File: src/rtl/tvi_pkg.sv
// ----------------------------------------------------------------------------
// tvi_pkg: shared types and constants
// Codes, configuration record and controller/datapath command and status.
// ----------------------------------------------------------------------------
package tvi_pkg;

  localparam logic [1:0] REQ_TICK    = 2'd0;
  localparam logic [1:0] REQ_MOVE    = 2'd1;
  localparam logic [1:0] REQ_RELEASE = 2'd2;
  localparam logic [1:0] REQ_UNUSED  = 2'd3;

  localparam logic [1:0] KIND_DRAG  = 2'd0;
  localparam logic [1:0] KIND_COAST = 2'd1;
  localparam logic [1:0] KIND_STOP  = 2'd2;

  localparam logic [1:0] MODE_IDLE  = 2'd0;
  localparam logic [1:0] MODE_DRAG  = 2'd1;
  localparam logic [1:0] MODE_COAST = 2'd2;

  localparam logic [1:0] CFG_ENABLE    = 2'd0;
  localparam logic [1:0] CFG_DECAY     = 2'd1;
  localparam logic [1:0] CFG_THRESHOLD = 2'd2;
  localparam logic [1:0] CFG_KEEP      = 2'd3;

  localparam logic        RST_ENABLE    = 1'b1;
  localparam logic [15:0] RST_DECAY     = 16'd64225;
  localparam logic [15:0] RST_THRESHOLD = 16'd655;
  localparam logic [4:0]  RST_KEEP      = 5'd6;

  localparam int unsigned DIV_W     = 48;
  localparam int unsigned DVS_W     = 24;
  localparam int unsigned ELAPSED_W = 24;

  typedef enum logic [1:0] {
    MUL_PROBE,
    MUL_DECAY,
    MUL_STEP_DT,
    MUL_ELAPSED
  } mul_sel_e;

  typedef struct packed {
    logic        enable;
    logic [15:0] decay_factor;
    logic [15:0] stop_threshold;
    logic [4:0]  keep_count;
  } cfg_t;

  typedef struct packed {
    logic     load;
    logic     clear;
    logic     tick_add;
    logic     div_sample;
    logic     ring_write;
    logic     sum_start;
    logic     sel_init;
    logic     sel_start;
    logic     take;
    logic     div_keep;
    logic     mul_en;
    mul_sel_e mul_sel;
    logic     speed_from_div;
    logic     speed_from_mul;
    logic     step_drag;
    logic     step_coast;
    logic     set_stop;
    logic     emit;
    logic     acc_sum;
    logic     acc_sel;
  } cmd_t;

  typedef struct packed {
    logic [1:0] req;
    logic       elapsed_zero;
    logic       div_done;
    logic       scan_done;
    logic       last_pick;
    logic       probe_over;
    logic       out_free;
  } sts_t;

endpackage

File: src/rtl/tvi_ctrl.sv
// ----------------------------------------------------------------------------
// tvi_ctrl: sequencer
// Decodes each item and steps the datapath through divide, scan and multiply.
// ----------------------------------------------------------------------------
module tvi_ctrl
  import tvi_pkg::*;
(
  input  logic clk_i,
  input  logic rst_ni,
  input  logic in_valid_i,
  output logic in_ready_o,
  input  logic enable_i,
  input  sts_t sts_i,
  output cmd_t cmd_o
);

  localparam logic [3:0] S_IDLE  = 4'd0;
  localparam logic [3:0] S_DEC   = 4'd1;
  localparam logic [3:0] S_DIVS  = 4'd2;
  localparam logic [3:0] S_SUM   = 4'd3;
  localparam logic [3:0] S_SEL   = 4'd4;
  localparam logic [3:0] S_TAKE  = 4'd5;
  localparam logic [3:0] S_KST   = 4'd6;
  localparam logic [3:0] S_DIVK  = 4'd7;
  localparam logic [3:0] S_MULD  = 4'd8;
  localparam logic [3:0] S_STEPD = 4'd9;
  localparam logic [3:0] S_PROBE = 4'd10;
  localparam logic [3:0] S_DECAY = 4'd11;
  localparam logic [3:0] S_SPD   = 4'd12;
  localparam logic [3:0] S_STEPC = 4'd13;
  localparam logic [3:0] S_EMIT  = 4'd14;

  logic [3:0] state_q, state_d;
  logic [1:0] mode_q, mode_d;

  assign in_ready_o = (state_q == S_IDLE);

  always_comb begin
    state_d = state_q;
    mode_d  = mode_q;
    cmd_o   = '0;
    cmd_o.mul_sel = MUL_PROBE;
    case (state_q)
      S_IDLE: begin
        if (in_valid_i) begin
          cmd_o.load = 1'b1;
          state_d    = S_DEC;
        end
      end
      S_DEC: begin
        state_d = S_IDLE;
        case (sts_i.req)
          REQ_RELEASE: begin
            cmd_o.clear = 1'b1;
            mode_d      = MODE_COAST;
          end
          REQ_MOVE: begin
            if (enable_i) begin
              mode_d = MODE_DRAG;
              if (!sts_i.elapsed_zero) begin
                cmd_o.div_sample = 1'b1;
                state_d          = S_DIVS;
              end
            end
          end
          REQ_TICK: begin
            if (enable_i && mode_q == MODE_DRAG) begin
              cmd_o.tick_add = 1'b1;
            end else if (enable_i && mode_q == MODE_COAST) begin
              cmd_o.mul_en  = 1'b1;
              cmd_o.mul_sel = MUL_PROBE;
              state_d       = S_PROBE;
            end
          end
          default: state_d = S_IDLE;
        endcase
      end
      S_DIVS: begin
        if (sts_i.div_done) begin
          cmd_o.ring_write = 1'b1;
          cmd_o.sum_start  = 1'b1;
          state_d          = S_SUM;
        end
      end
      S_SUM: begin
        cmd_o.acc_sum = 1'b1;
        if (sts_i.scan_done) begin
          cmd_o.sel_init  = 1'b1;
          cmd_o.sel_start = 1'b1;
          state_d         = S_SEL;
        end
      end
      S_SEL: begin
        cmd_o.acc_sel = 1'b1;
        if (sts_i.scan_done) state_d = S_TAKE;
      end
      S_TAKE: begin
        cmd_o.take = 1'b1;
        if (sts_i.last_pick) begin
          state_d = S_KST;
        end else begin
          cmd_o.sel_start = 1'b1;
          state_d         = S_SEL;
        end
      end
      S_KST: begin
        cmd_o.div_keep = 1'b1;
        state_d        = S_DIVK;
      end
      S_DIVK: begin
        if (sts_i.div_done) begin
          cmd_o.speed_from_div = 1'b1;
          state_d              = S_MULD;
        end
      end
      S_MULD: begin
        cmd_o.mul_en  = 1'b1;
        cmd_o.mul_sel = MUL_ELAPSED;
        state_d       = S_STEPD;
      end
      S_STEPD: begin
        cmd_o.step_drag = 1'b1;
        state_d         = S_EMIT;
      end
      S_PROBE: begin
        if (sts_i.probe_over) begin
          cmd_o.mul_en  = 1'b1;
          cmd_o.mul_sel = MUL_DECAY;
          state_d       = S_DECAY;
        end else begin
          cmd_o.set_stop = 1'b1;
          mode_d         = MODE_IDLE;
          state_d        = S_EMIT;
        end
      end
      S_DECAY: begin
        cmd_o.speed_from_mul = 1'b1;
        state_d              = S_SPD;
      end
      S_SPD: begin
        cmd_o.mul_en  = 1'b1;
        cmd_o.mul_sel = MUL_STEP_DT;
        state_d       = S_STEPC;
      end
      S_STEPC: begin
        cmd_o.step_coast = 1'b1;
        state_d          = S_EMIT;
      end
      S_EMIT: begin
        if (sts_i.out_free) begin
          cmd_o.emit = 1'b1;
          state_d    = S_IDLE;
        end
      end
      default: state_d = S_IDLE;
    endcase
  end

  always_ff @(posedge clk_i or negedge rst_ni) begin
    if (!rst_ni) begin
      state_q <= S_IDLE;
      mode_q  <= MODE_IDLE;
    end else begin
      state_q <= state_d;
      mode_q  <= mode_d;
    end
  end

endmodule

File: config.mk
export PLATFORM = sky130hd
export DESIGN_NAME = tvi_ctrl
export DESIGN_NICKNAME = d
export VERILOG_FILES = /design/src/rtl/tvi_pkg.sv /design/src/rtl/tvi_ctrl.sv
export SDC_FILE = /design/constraint.sdc
export NUM_CORES = 1
export LEC_CHECK = 0
export ABC_AREA = 1
export BUFFER_PORTS_ARGS = -buffer_cell sky130_fd_sc_hd__buf_2
export CAP_MARGIN = 20
export CORE_MARGIN = 2
export CORE_UTILIZATION = 48
export DETAILED_ROUTE_END_ITERATION = 8
export PLACE_DENSITY = 0.82
export SETUP_SLACK_MARGIN = 0.2
export SKIP_LAST_GASP = 1
export SYNTH_ARGS = -nofsm -noshare
export SYNTH_HDL_FRONTEND = slang
export SYNTH_SLANG_ARGS = --single-unit
File: constraint.sdc
create_clock -name clk_i -period 2.1 [get_ports clk_i]
set_clock_uncertainty 0.05 [all_clocks]
set_input_delay 0 -clock clk_i [delete_from_list [all_inputs] [get_ports clk_i]]
set_output_delay 0 -clock clk_i [all_outputs]
set_load 0.02 [all_outputs]
### Word level (Yosys, flattened, before mapping)

Index checks and enable logic that the tools add are counted.

* register bits after elaboration: 6
* bits in latches: 0
* bits in writable memories: 0
* memory bits (read-only): 0
* output and inout bits: 22
* memories kept: 0

* $add $sub $neg: 0
* multiply operators: 0
* div/mod/pow operators: 0
* $lt $le $gt $ge: 0
* equal/unequal tests: 27
* shift-type cells: 0
* mux-type cells: 51
* bitwise gates (word level): 0
* reductions and logical operators: 8

Operator list (number)
* 4-bit case mux with 14 select lines: 1
* 4-bit two-way mux: 9
* 4-bit == test, second input constant: 7
* 1-bit two-way mux: 23
* 3-bit two-way mux: 6
* 4-bit by 3-bit == test with 1-bit output, second input constant: 4
* 2-bit two-way mux: 7
* 2-bit inequality test, second input constant: 7
* 3-bit case mux with 4 select lines: 1
* 4-bit by 2-bit == test with 1-bit output, second input constant: 2
* 2-bit case mux with 2 select lines: 2
* 4-bit case mux with 2 select lines: 1
* 6-bit AND reduction: 1
* 2-bit by 1-bit == test with 1-bit output, second input constant: 2
* 2-bit == test, second input constant: 2
* 4-bit by 1-bit == test with 1-bit output, second input constant: 1
* 4-bit zero test: 1
* 4-bit AND reduction: 1
* 3-bit by 1-bit inequality test with 1-bit output, second input constant: 1
* 3-bit inequality test, second input constant: 1
* 1-bit logical AND: 2
* 2-bit zero test: 1
* 1-bit case mux with 2 select lines: 1
* 2-bit nonzero test: 1
* 2-bit OR reduction: 1

### Depth between registers and ports, before layout

Gate-level depths: netlist of run 1.

* depth after elaboration: 6
* depth in mapped cells: 9

### Worst setup path after synthesis of run 1

No wires, ideal clock.

* path type: register to register
* from: register state_q[3]
* to: register mode_q[1]
* setup time: 0.075 ns
* arrival time: 1.262 ns
* path slack: 0.712 ns
* stages on the path, launching flop included: 5
* path buffers: 0
* period minus slack after synthesis: 1.388 ns
* cells stage by stage: dfrtp_1 nor2_2 nand2_1 nor2_1 o21bai_2

* cells in the longest elaborated chain, start to end: 3
* elaborated cells between the ends (all ways): 8
* classes of those cells: eq/ne: 5; mux: 1; reduce/logical: 2

RTL lines
* from (decl): RTL line tvi_ctrl.sv:33 `logic [3:0] state_q, state_d;`
* from (signal assigned): RTL line tvi_ctrl.sv:164 `state_q <= state_d;`
* 4-bit by 1-bit == test with 1-bit output / 4-bit == test (equally long branches): RTL line tvi_ctrl.sv:43 `case (state_q)`
* 3-bit by 1-bit inequality test with 1-bit output (no line) (tied with other cells)
* 4-bit AND reduction (no line)
* to (signal assigned): RTL line tvi_ctrl.sv:165 `mode_q <= mode_d;`
* to (decl): RTL line tvi_ctrl.sv:34 `logic [1:0] mode_q, mode_d;`

Several ways; a longest one is shown, not always the timed one.
A chain may end at the register's enable or synchronous reset.

==> results of run 1 <==
## state kept, by name, summed over array words and instances, names as in the netlist
register,flops
mode_q,2
state_q,4
## cells in the mapped netlist, types with 2 or more instances
cell type and number:
nand2_1 39, inv_1 22, nor2_1 22, nand3_1 11
dfrtp_1 6, nor2_2 6, nand2_2 4, nor3_1 4
inv_2 2, o21ai_0 2
## power by group
part	total, mW	internal (mW)	leakage, nW	switching, mW
registers	0.216	0.159	0.0776	0.0571
clock network	0.106	0.0646	0.0138	0.0413
logic	0.609	0.195	0.538	0.414
total	0.930	0.418	0.629	0.512
## logic make-up after synthesis
| kind of cell | count (synthesis) | share of synthesized area (%) |
|---|---|---|
| AOI/OAI and AO/OA | 7 | 7.736 |
| buffers and inverters | 25 | 14.37 |
| DFF | 6 | 22.10 |
| and+or+nand+nor | 88 | 55.80 |
## metrics by stage
step | cell area [sq um] | hold WS (ns) | setup WS, ns
2_1_floorplan | 679.4 | -0.3456 | 0.7123
3_3_place_gp | 855.8 | -0.2213 | 0.6121
3_5_place_dp | 855.8 | -0.2202 | 0.6388
4_1_cts | 888.4 | 0.008536 | 0.3735
5_1_grt | 888.4 | 0.02678 | 0.2199
6_report | 888.4 | 0.01392 | 0.3635
## worst paths after layout
check                                       start                      to  slack [ns]
min reg2reg                 mode_q[0]$_DFFE_PN0P_   mode_q[0]$_DFFE_PN0P_        0.48
max reg2reg                state_q[3]$_DFFE_PN0P_  state_q[1]$_DFFE_PN0P_        0.62
max in group asynchronous                  rst_ni   mode_q[1]$_DFFE_PN0P_        1.79
min                                      sts_i[0]  state_q[3]$_DFFE_PN0P_        0.01
min in group asynchronous                  rst_ni  state_q[3]$_DFFE_PN0P_        0.06
max                        state_q[3]$_DFFE_PN0P_               cmd_o[10]        0.36
## layer usage
layer | GRT usage, % | vias to the layer above | part of all wire, %
met5 | 0 | - | 0
met4 | 3.871 | 0 | 0
met3 | 6.522 | 0 | 6.3
met2 | 40.00 | 36 | 53
met1 | 26.29 | 380 | 40
li1 | - | 458 | -
## layout make-up
class | count | area (sq um)
Clock buffer | 3 | 22.52
Multi-Input combinational cell | 95 | 431.7
Timing Repair Buffer | 34 | 175.2
Fill cell | 141 | 429.2
Tap cell | 15 | 18.77
Sequential cell | 6 | 150.1
Inverter | 24 | 90.09
## worst max-delay path: stages (launching register included)
cell and delay (ns):
dfrtp_1 0.47, nor2_2 0.24, inv_1 0.11, nor2_1 0.13, nand3_1 0.15, o2111ai_1 0.12
buf_2 0.20
==> results.sh, run 1 <==
export IMPL_critPathLaunchType="register"
export IMPL_maxSlewHeadroom_pct=80.16
export IMPL_most_common_layout_cells="39 x nand2_1, 33 x buf_2, 22 x inv_1, 22 x nor2_1, 11 x nand3_1"
export IMPL_synth_edf_count=0
export IMPL_worst_endpoint_arrival_ns=1.69
export IMPL_io_buffers=33
export IMPL_syn_inst=126
export IMPL_postCtsSetupBuffers=0
export IMPL_path_max_fanout=7
export IMPL_cp_end_kind="output pin"
export IMPL_nets=176
export IMPL_areaGrowthSynthToFinish_pct=30.75
export IMPL_die_area_sq_mm=0.001732
export IMPL_numCtsBuffers=3
export IMPL_setup_tns_ns=0
export IMPL_die_y_microns=41.62
export IMPL_yosysSeqAreaShare_pct=22.10
export IMPL_drv_slew=0
export IMPL_cts_htree_levels=1
export IMPL_cts_tree="yes"
export IMPL_period_minus_slack_ns=1.736
export IMPL_wire_per_inst_microns=10.24
export IMPL_antenna_cells=0
export IMPL_holdPathStages=4
export IMPL_vias=874
export IMPL_grt_ovfl_total=0
export IMPL_drtIter0Drc=20
export IMPL_io_pins=34
export IMPL_final_common_cell="nand2_1"
export IMPL_post_route_util_pct=67.43
export IMPL_reg2reg_depth=7
export IMPL_path_clk_slew_ns=0.04
export IMPL_drive_gt1_share_pct=31.48
export IMPL_ys_ff_latch=6
export IMPL_setup_violations=0
export IMPL_fp_coreArea_sq_mm=0.001318
export IMPL_grt_pass1_vias=779
export IMPL_peakVddDrop_mv=0.5797
export IMPL_vias_per_cell=4.938
export IMPL_grt_use_total_pct=22.28
export IMPL_synth_distinct_cells=18
export IMPL_cap_violations=0
export IMPL_antenna_found_initial=0
export IMPL_synth_top_area_share_pct=22.10
export IMPL_async_flop_share_pct=100.0
export IMPL_drc=0
export IMPL_dp_hpwl_microns=1538
export IMPL_fp_row_count=13
export IMPL_ys_top_cells_by_area="dfrtp_1 22%, nand2_1 22%, inv_1 12%"
export IMPL_cp_required_ns=2.05
export IMPL_gp_congestion=0.8608
export IMPL_fin_crit_sh_pct=82.69
export IMPL_synth_fp_nets=138
export IMPL_clk_path_buf_depth=2
export IMPL_syn_area_sq_um=679.4
export IMPL_clockRootBuffer="clkbuf_4"
export IMPL_grt_max_degree=8
export IMPL_syn_avg_cell_area_sq_um=5.392
export IMPL_fmax_ghz=0.5759
export IMPL_crit_type="reg -> out"
export IMPL_wl_microns=1813
export IMPL_power_density_mw_per_mm2=1047
export IMPL_finalNonFillerCells=177
export IMPL_status="completed"
export IMPL_first_pass_iters=4
export IMPL_dpl_cell_count=173
export IMPL_ant_nets=0
export IMPL_finalPower_mw=0.9305
export IMPL_cts_resized=0
export IMPL_ys_warn_count=0
export IMPL_tightest_slew_ns=0.2977
export IMPL_worstSkewPairLatency_ns=0.25
export IMPL_grt_pass1_wl_microns=3063
export IMPL_hold_viol=0
export IMPL_rsz0062_at_grt="false"
export IMPL_ys_flop_type="dfrtp_1"
export IMPL_hp_class="in -> reg"
export IMPL_fp_dieW_microns=41.62
export IMPL_cts_sinks=6
export IMPL_p_leak_nw=0.6294
export IMPL_floorplan_initialDensity_pct=51.57
export IMPL_ctsHoldBuffers=1
export IMPL_yosysTopAreaCell="dfrtp_1"
No activity file was read; power rests on OpenSTA's default activity.
==> inputs of run 2 (changes only) <==
Settings changed: CORE_UTILIZATION 48 to 44, PLACE_DENSITY 0.82 to 0.76.
Clock period 2.1 ns to 1.7 ns, I/O delays scaled along.
==> run 2 against run 1 <==
Net effect: final area grew 16%; via count grew 11%; sequential power grew 37%; routed wire length grew 19%; non-clock buffer count grew 7; worst hold slack gained 0.013 ns; sequential share of layout area shrank 1.8 points; clock power grew 30%; critical path depth is the same.
==> results.sh, run 2 (synthesized netlist as in run 1, its figures left out) <==
export IMPL_status="completed"
export IMPL_ant_nets=0
export IMPL_power_frac_comb_pct=68.2
export IMPL_io_pins=34
export IMPL_rsz0062_at_grt="true"
export IMPL_largest_reg_flops=4
export IMPL_power_density_mw_per_mm2=1325
export IMPL_drive_gt1_share_pct=46.75
export IMPL_setup_violations=0
export IMPL_numCtsBuffers=3
export IMPL_seqPwrFrac_pct=21.7
export IMPL_fin_crit_sh_pct=90.02
export IMPL_antenna_found_initial=0
export IMPL_regMostFlops="state_q"
export IMPL_cp_end_kind="output pin"
export IMPL_grt_use_total_pct=23.04
export IMPL_fp_row_count=14
export IMPL_period_minus_slack_ns=1.530
export IMPL_hp_class="in -> reg"
export IMPL_top_layer="met4"
export IMPL_worstSkewPairLatency_ns=0.25
export IMPL_p_int_mw=0.6104
export IMPL_grt_max_degree=8
export IMPL_antenna_cells=0
export IMPL_drt_met1_wl_microns=780
export IMPL_wl_microns=2164
export IMPL_fp_dieW_microns=43.30
export IMPL_p_leak_nw=0.6886
export IMPL_clk_path_buf_depth=2
export IMPL_finalPower_mw=1.363
export IMPL_dpl_cell_count=174
export IMPL_dp_hpwl_microns=1567
export IMPL_fmax_ghz=0.6535
export IMPL_finalNonFillerCells=185
export IMPL_peakVddDrop_mv=0.8515
export IMPL_cts_tree="yes"
export IMPL_first_pass_iters=4
export IMPL_path_clk_slew_ns=0.05
export IMPL_drv_slew=0
export IMPL_grt_pass1_vias=825
export IMPL_cts_htree_levels=1
export IMPL_setup_tns_ns=0
export IMPL_wire_per_inst_microns=11.70
export IMPL_vias_per_cell=5.254
export IMPL_grt_ovfl_total=0
export IMPL_p_switching_mw=0.7522
export IMPL_met2_length_microns=1149
export IMPL_die_y_microns=43.30
export IMPL_p_sw_share_pct=55.20
export IMPL_reg_top3="state_q (4), mode_q (2)"
export IMPL_drc=0
export IMPL_clockRootBuffer="clkbuf_4"
export IMPL_clkPwrFrac_pct=10.1
export IMPL_cp_required_ns=1.65
export IMPL_dr_wl_met3_microns=160
export IMPL_crit_type="reg -> out"
export IMPL_areaGrowthSynthToFinish_pct=51.38
export IMPL_hold_viol=0
export IMPL_die_area_sq_mm=0.001874
export IMPL_maxSlewHeadroom_pct=85.48
export IMPL_grt_pass1_wl_microns=3194
export IMPL_nets=183
export IMPL_io_buffers=33
export IMPL_hold_worst_slack_ns=0.02654
export IMPL_drtIter0Drc=23
export IMPL_fp_coreArea_sq_mm=0.001471
export IMPL_critPathLaunchType="register"
export IMPL_cap_violations=0
export IMPL_post_route_util_pct=69.90
export IMPL_most_common_layout_cells="32 x nand2_1, 30 x buf_2, 19 x inv_1, 18 x nor2_1, 10 x buf_4"
export IMPL_fillCellCount=134
export IMPL_worst_endpoint_arrival_ns=1.48
export IMPL_vias=972
export IMPL_path_max_fanout=7
export IMPL_gp_congestion=0.8842
export IMPL_tightest_slew_ns=0.2161
export IMPL_floorplan_initialDensity_pct=46.17
export IMPL_cts_sinks=6
export IMPL_final_common_cell="nand2_1"
## run 2: path summary, 6_finish.rpt
check / to / slack [ns] / cells past startpoint / startpoint
setup / recovery: cmd_o[8] / 0.17 / 6 / state_q[0]$_DFFE_PN0P_
hold / removal: state_q[3]$_DFFE_PN0P_ / 0.03 / 4 / sts_i[0]
setup reg to reg: state_q[1]$_DFFE_PN0P_ / 0.29 / 8 / state_q[1]$_DFFE_PN0P_
hold reg to reg: mode_q[1]$_DFFE_PN0P_ / 0.50 / 2 / mode_q[1]$_DFFE_PN0P_
max in group asynchronous: state_q[1]$_DFFE_PN0P_ / 1.37 / 2 / rst_ni
min in group asynchronous: mode_q[0]$_DFFE_PN0P_ / 0.05 / 2 / rst_ni
## run 2: per-layer routing
metal | vias up | global-route usage [%]
met5 | - | 0
li1 | 477 | -
met3 | 11 | 5.106
met1 | 432 | 23.12
met2 | 52 | 42.69
met4 | 0 | 12.73
## run 2: power groups by stage
| stage | sequential [mW] | combinational, mW | clock (mW) |
|---|---|---|---|
| after floorplan | 0.249 | 0.572 | 0 |
| after global placement | 0.262 | 0.747 | 0 |
| after detailed placement | 0.263 | 0.756 | 0 |
| after CTS | 0.275 | 0.817 | 0.140 |
| after global routing | 0.300 | 1.02 | 0.146 |
| final | 0.295 | 0.929 | 0.138 |
## run 2: cell type report
type	count	area, sq um	area share, %
inverter	24	90.09	8.759
timing repair buffer	41	235.2	22.87
multi-input combinational	95	505.5	49.15
clock buffer	3	22.52	2.190
sequential	6	155.1	15.09
tap	16	20.02	1.946
## run 2: through the flow
stage	area [sq um]	setup WS (ns)
floorplan	679.4	0.3123
global placement	857.1	0.2026
detailed placement	857.1	0.2336
CTS	957.2	0.2020
global route	1028	0.1376
finish	1028	0.1697
## run 2: critical path: stages (launching register included)
cell and delay [ns]:
dfrtp_2 0.47, inv_2 0.11, nand2_2 0.09, nor2_4 0.15, nand2_2 0.10, o21ai_0 0.11, buf_2 0.20
## run 2: repair_timing
action / 4_1_cts / 5_1_grt
endpoints found under the setup margin: 5 / 12
hold endpoints to repair: 6 / 0
setup buffers: 5 / 2
resized for setup: 11 / 19
pin swaps: 2 / 3
hold buffers: 1 / 0
==> inputs of run 3 (changes only) <==
Settings changed: ABC_AREA 1 to default, CORE_UTILIZATION 44 to 46, PLACE_DENSITY 0.76 to 0.78.
==> run 3 against run 2 <==
Net effect: area after synthesis rose by 9.9%; synthesized cell count fell by 27%; the run now fails in global routing.
==> results.sh, run 3 <==
export IMPL_syn_area_sq_um=747.0
export IMPL_yosysTopAreaCell="dfrtp_1"
export IMPL_antenna_found_initial=0
export IMPL_fp_row_count=14
export IMPL_clk_path_buf_depth=2
export IMPL_place_ws_ns=-0.04716
export IMPL_syn_inst=92
export IMPL_worst_endpoint="cmd_o[18]"
export IMPL_cts_sinks=6
export IMPL_yosysMostFrequentCell="nor2_1"
export IMPL_syn_avg_cell_area_sq_um=8.119
export IMPL_grt_max_degree=14
export IMPL_ys_top_cells_by_area="dfrtp_1 20%, nor3_1 4.0%, buf_4 4.0%"
export IMPL_ys_warn_count=0
export IMPL_place_area_sq_mm=0.001047
export IMPL_synth_top_area_share_pct=20.10
export IMPL_ys_flop_type="dfrtp_1"
export IMPL_io_buffers=33
export IMPL_synth_edf_count=0
export IMPL_status="did not finish"
export IMPL_async_flop_share_pct=100.0
export IMPL_floorplan_initialDensity_pct=49.58
export IMPL_cts_htree_levels=1
export IMPL_haltStage="global routing"
export IMPL_synth_common_cells="7 x nor2_1, 6 x dfrtp_1, 6 x nand2_1, 6 x nor3_1, 5 x inv_1"
export IMPL_gp_congestion=1.015
export IMPL_dp_hpwl_microns=1877
export IMPL_yosysSeqAreaShare_pct=20.10
export IMPL_synth_fp_nets=104
export IMPL_numCtsBuffers=3
export IMPL_ys_ff_latch=6
export IMPL_endpoint_type="top-level output"
export IMPL_first_error="[ERROR DPL-0033] detailed placement checks failed during check placement."
export IMPL_die_y_microns=44.30
export IMPL_clockRootBuffer="clkbuf_4"
export IMPL_synth_distinct_cells=38
export IMPL_fp_dieW_microns=44.30
export IMPL_io_pins=34
==> run 3: cell count changes after synthesis, sizes merged, moves of 4 or more <==
| cell | delta |
|---|---|
| buf | +7 |
| inv | -19 |
| mux2 | +4 |
| nand2 | -37 |
| nand2b | +4 |
| nand3 | -11 |
| nor2 | -21 |
| nor2b | +4 |
| nor3b | +4 |
| nor4b | +4 |
==> run 3: what timing repair did <==
item,4_1_cts
hold buffers,2
setup endpoints to repair,21
gates resized for setup,46
setup buffers,12
endpoints found under the hold margin,7
pin swaps,11
==> run 3: metrics by stage <==
step	util, %	cells
2_1_floorplan	-	92
3_5_place_dp	69.52	148
3_3_place_gp	69.52	148
4_1_cts	90.20	165
==> run 3: cells by family after synthesis <==
kind of cell	count (synthesis)	synth area share, %
mux	5	7.370
buf+inv	15	11.06
simple gates	44	38.86
compound gates	22	22.61
flops	6	20.10
==> inputs of run 4 (changes only) <==
Settings changed: CORE_AREA from default to 2 2 63 65, CORE_MARGIN 2 to default, CORE_UTILIZATION 46 to default, DIE_AREA from default to 0 0 65 67, PLACE_DENSITY 0.78 to default, PLACE_DENSITY_LB_ADDON from default to 0.15, SETUP_SLACK_MARGIN 0.2 to default.
==> run 4 against run 3 <==
Net effect: the flow now finishes, with violations (setup timing); synthesized cell count stayed put; area after synthesis stayed put.
==> results.sh, run 4 <==
export IMPL_seq_area_sq_um=155.1
export IMPL_clk_path_buf_depth=2
export IMPL_path_max_fanout=3
export IMPL_drt_met1_wl_microns=1198
export IMPL_post_route_util_pct=36.12
export IMPL_syn_area_sq_um=747.0
export IMPL_yosysTopAreaCell="dfrtp_1"
export IMPL_setup_tns_ns=-0.0006607
export IMPL_path_clk_slew_ns=0.04
export IMPL_synth_fp_nets=104
export IMPL_multi_input_area_sq_um=620.6
export IMPL_p_leak_nw=0.6089
export IMPL_io_pins=34
export IMPL_fp_dieW_microns=65
export IMPL_drive_gt1_share_pct=58.90
export IMPL_muxShareOfSynthArea_pct=7.370
export IMPL_min_to="mode_q[1]$_DFFE_PN0P_"
export IMPL_areaGrowthSynthToFinish_pct=74.37
export IMPL_numCtsBuffers=3
export IMPL_wire_per_inst_microns=13.85
export IMPL_fillCellCount=378
export IMPL_cts_tree="yes"
export IMPL_syn_inst=92
export IMPL_cp_required_ns=1.75
export IMPL_critPathLaunchType="register"
export IMPL_hold_viol=0
export IMPL_vias=892
export IMPL_cts_sinks=6
export IMPL_reg_top3="state_q (4), mode_q (2)"
export IMPL_synth_top_family_by_area="simple AND/OR/NAND/NOR gates"
export IMPL_synth_fa_ha_area_share_pct=0
export IMPL_synth_xor_area_share_pct=0
export IMPL_die_area_sq_mm=0.004355
export IMPL_ys_ff_latch=6
export IMPL_finalNonFillerCells=194
export IMPL_fmax_ghz=0.5880
export IMPL_drtIter0Drc=28
export IMPL_ys_warn_count=0
export IMPL_dp_hpwl_microns=1981
export IMPL_cap_violations=0
export IMPL_first_pass_iters=4
export IMPL_clockRootBuffer="clkbuf_8"
export IMPL_syn_avg_cell_area_sq_um=8.119
export IMPL_violations="setup timing"
export IMPL_worstSkewPairLatency_ns=0.22
export IMPL_place_ws_ns=0.04102
export IMPL_drc=0
export IMPL_period_minus_slack_ns=1.701
export IMPL_rsz0062_at_grt="true"
export IMPL_wl_microns=2687
export IMPL_fp_coreArea_sq_mm=0.003606
export IMPL_grt_pass1_vias=847
export IMPL_io_buffers=33
export IMPL_grt_pass1_wl_microns=3960
export IMPL_peakVddDrop_mv=0.4610
export IMPL_cp_end_kind="register"
export IMPL_floorplan_initialDensity_pct=20.71
export IMPL_grt_ovfl_total=0
export IMPL_maxSlewHeadroom_pct=80.68
export IMPL_synth_compound_area_share_pct=22.61
export IMPL_synth_distinct_cells=38
export IMPL_fp_row_count=22
export IMPL_top_layer="met4"
export IMPL_fin_crit_sh_pct=100.0
export IMPL_largest_reg_flops=4
export IMPL_most_common_layout_cells="30 x buf_2, 24 x buf_4, 7 x nor2_1, 6 x nor3_1"
export IMPL_rrSetupSlack_ns=-0.0007
export IMPL_vias_per_cell=4.598
export IMPL_nets=160
export IMPL_dr_wl_met3_microns=121
export IMPL_antenna_cells=0
export IMPL_met2_length_microns=1359
export IMPL_ys_flop_type="dfrtp_1"
export IMPL_synth_edf_count=0
export IMPL_synth_top_area_share_pct=20.10
export IMPL_fin_ws_ns=-0.0006607
export IMPL_dpl_cell_count=178
export IMPL_ant_nets=0
export IMPL_ys_top_cells_by_area="dfrtp_1 20%, nor3_1 4.0%, buf_4 4.0%"
export IMPL_grt_max_degree=12
export IMPL_crit_type="reg -> reg"
export IMPL_async_flop_share_pct=100.0
export IMPL_holdPathStages=2
export IMPL_yosys_area_share_simple_pct=38.86
export IMPL_final_common_cell="buf_2"
export IMPL_setup_violations=1
export IMPL_worst_endpoint_arrival_ns=1.75
export IMPL_die_y_microns=67
export IMPL_yosysSeqAreaShare_pct=20.10
export IMPL_synth_common_cells="7 x nor2_1, 6 x dfrtp_1, 6 x nand2_1, 6 x nor3_1, 5 x inv_1"
export IMPL_power_density_mw_per_mm2=1592
export IMPL_tightest_slew_ns=0.2887
export IMPL_reg2reg_depth=5
export IMPL_regMostFlops="state_q"
export IMPL_hp_class="in -> reg"
export IMPL_status="complete, but fails checks"
export IMPL_yosysMostFrequentCell="nor2_1"
export IMPL_grt_use_total_pct=11.84
export IMPL_drv_slew=0
export IMPL_antenna_found_initial=0
export IMPL_hold_worst_slack_ns=0.04581
export IMPL_gp_congestion=0.8057
export IMPL_regToRegEndpoint="state_q[1]$_DFFE_PN0P_"
export IMPL_cts_htree_levels=1
export IMPL_r2r_start="state_q[1]$_DFFE_PN0P_"
export IMPL_hold_start="sts_i[7]"
==> run 4: worst max path at each step <==
stage / from / endpoint / slack [ns] / depth (start not counted)
6_report: state_q[1]$_DFFE_PN0P_ / state_q[1]$_DFFE_PN0P_ / -0.0007 / 5
5_1_grt: state_q[0]$_DFFE_PN0P_ / cmd_o[18] / -0.06 / 5
4_1_cts: state_q[1]$_DFFE_PN0P_ / cmd_o[18] / -0.04 / 5
3_5_place_dp: state_q[1]$_DFFE_PN0P_ / cmd_o[18] / 0.04 / 5
3_3_place_gp: state_q[1]$_DFFE_PN0P_ / state_q[1]$_DFFE_PN0P_ / 0.02 / 5
2_1_floorplan: state_q[1]$_DFFE_PN0P_ / cmd_o[20] / 0.07 / 4
==> run 4: cell families (layout without fill, tap and decap cells) <==
kind of cell,after synthesis,in the layout
simple gates,44,44
buf+inv,15,69
compound gates,22,22
flops,6,6
mux,5,5
==> run 4: where the power goes <==
part | internal, mW | switching (mW)
logic | 0.803 | 0.770
clock network | 0.152 | 0.0594
registers | 0.211 | 0.0779
==> run 4: final cells by class <==
type | count | share of cell area, %
clock buffers | 3 | 3.170
inverters | 5 | 1.441
multi-input cells | 71 | 47.65
flip-flops and latches | 6 | 11.91
well taps | 48 | 4.611
repair buffers | 61 | 31.22
==> run 4: stage by stage <==
stage	total power, mW	area [sq um]
after global routing	2.214	1303
after floorplan	1.085	759.5
final	2.073	1303
after detailed placement	1.450	1033
after CTS	1.913	1206
after global placement	1.477	1033
==> run 4: repair_timing <==
| action | 4_1_cts | 5_1_grt |
|---|---|---|
| buffers inserted | 11 | 0 |
| hold buffers | 2 | 0 |
| hold endpoints to repair | 7 | 0 |
| resized for setup | 11 | 17 |
| endpoints found under the setup margin | 3 | 7 |
| pin swaps | 5 | 7 |
==> run 4: routing by layer <==
layer	GRT usage [%]	up-vias
li1	-	444
met5	0	-
met3	2.196	2
met1	15.60	424
met4	3.191	0
met2	19.72	22
==> run 4: worst max-delay path, cell delays in order, from the launching register on <==
cell and delay, ns:
dfrtp_2 0.43, buf_4 0.17, nor4_4 0.32, a41oi_2 0.07, o22ai_2 0.21, mux2_4 0.33
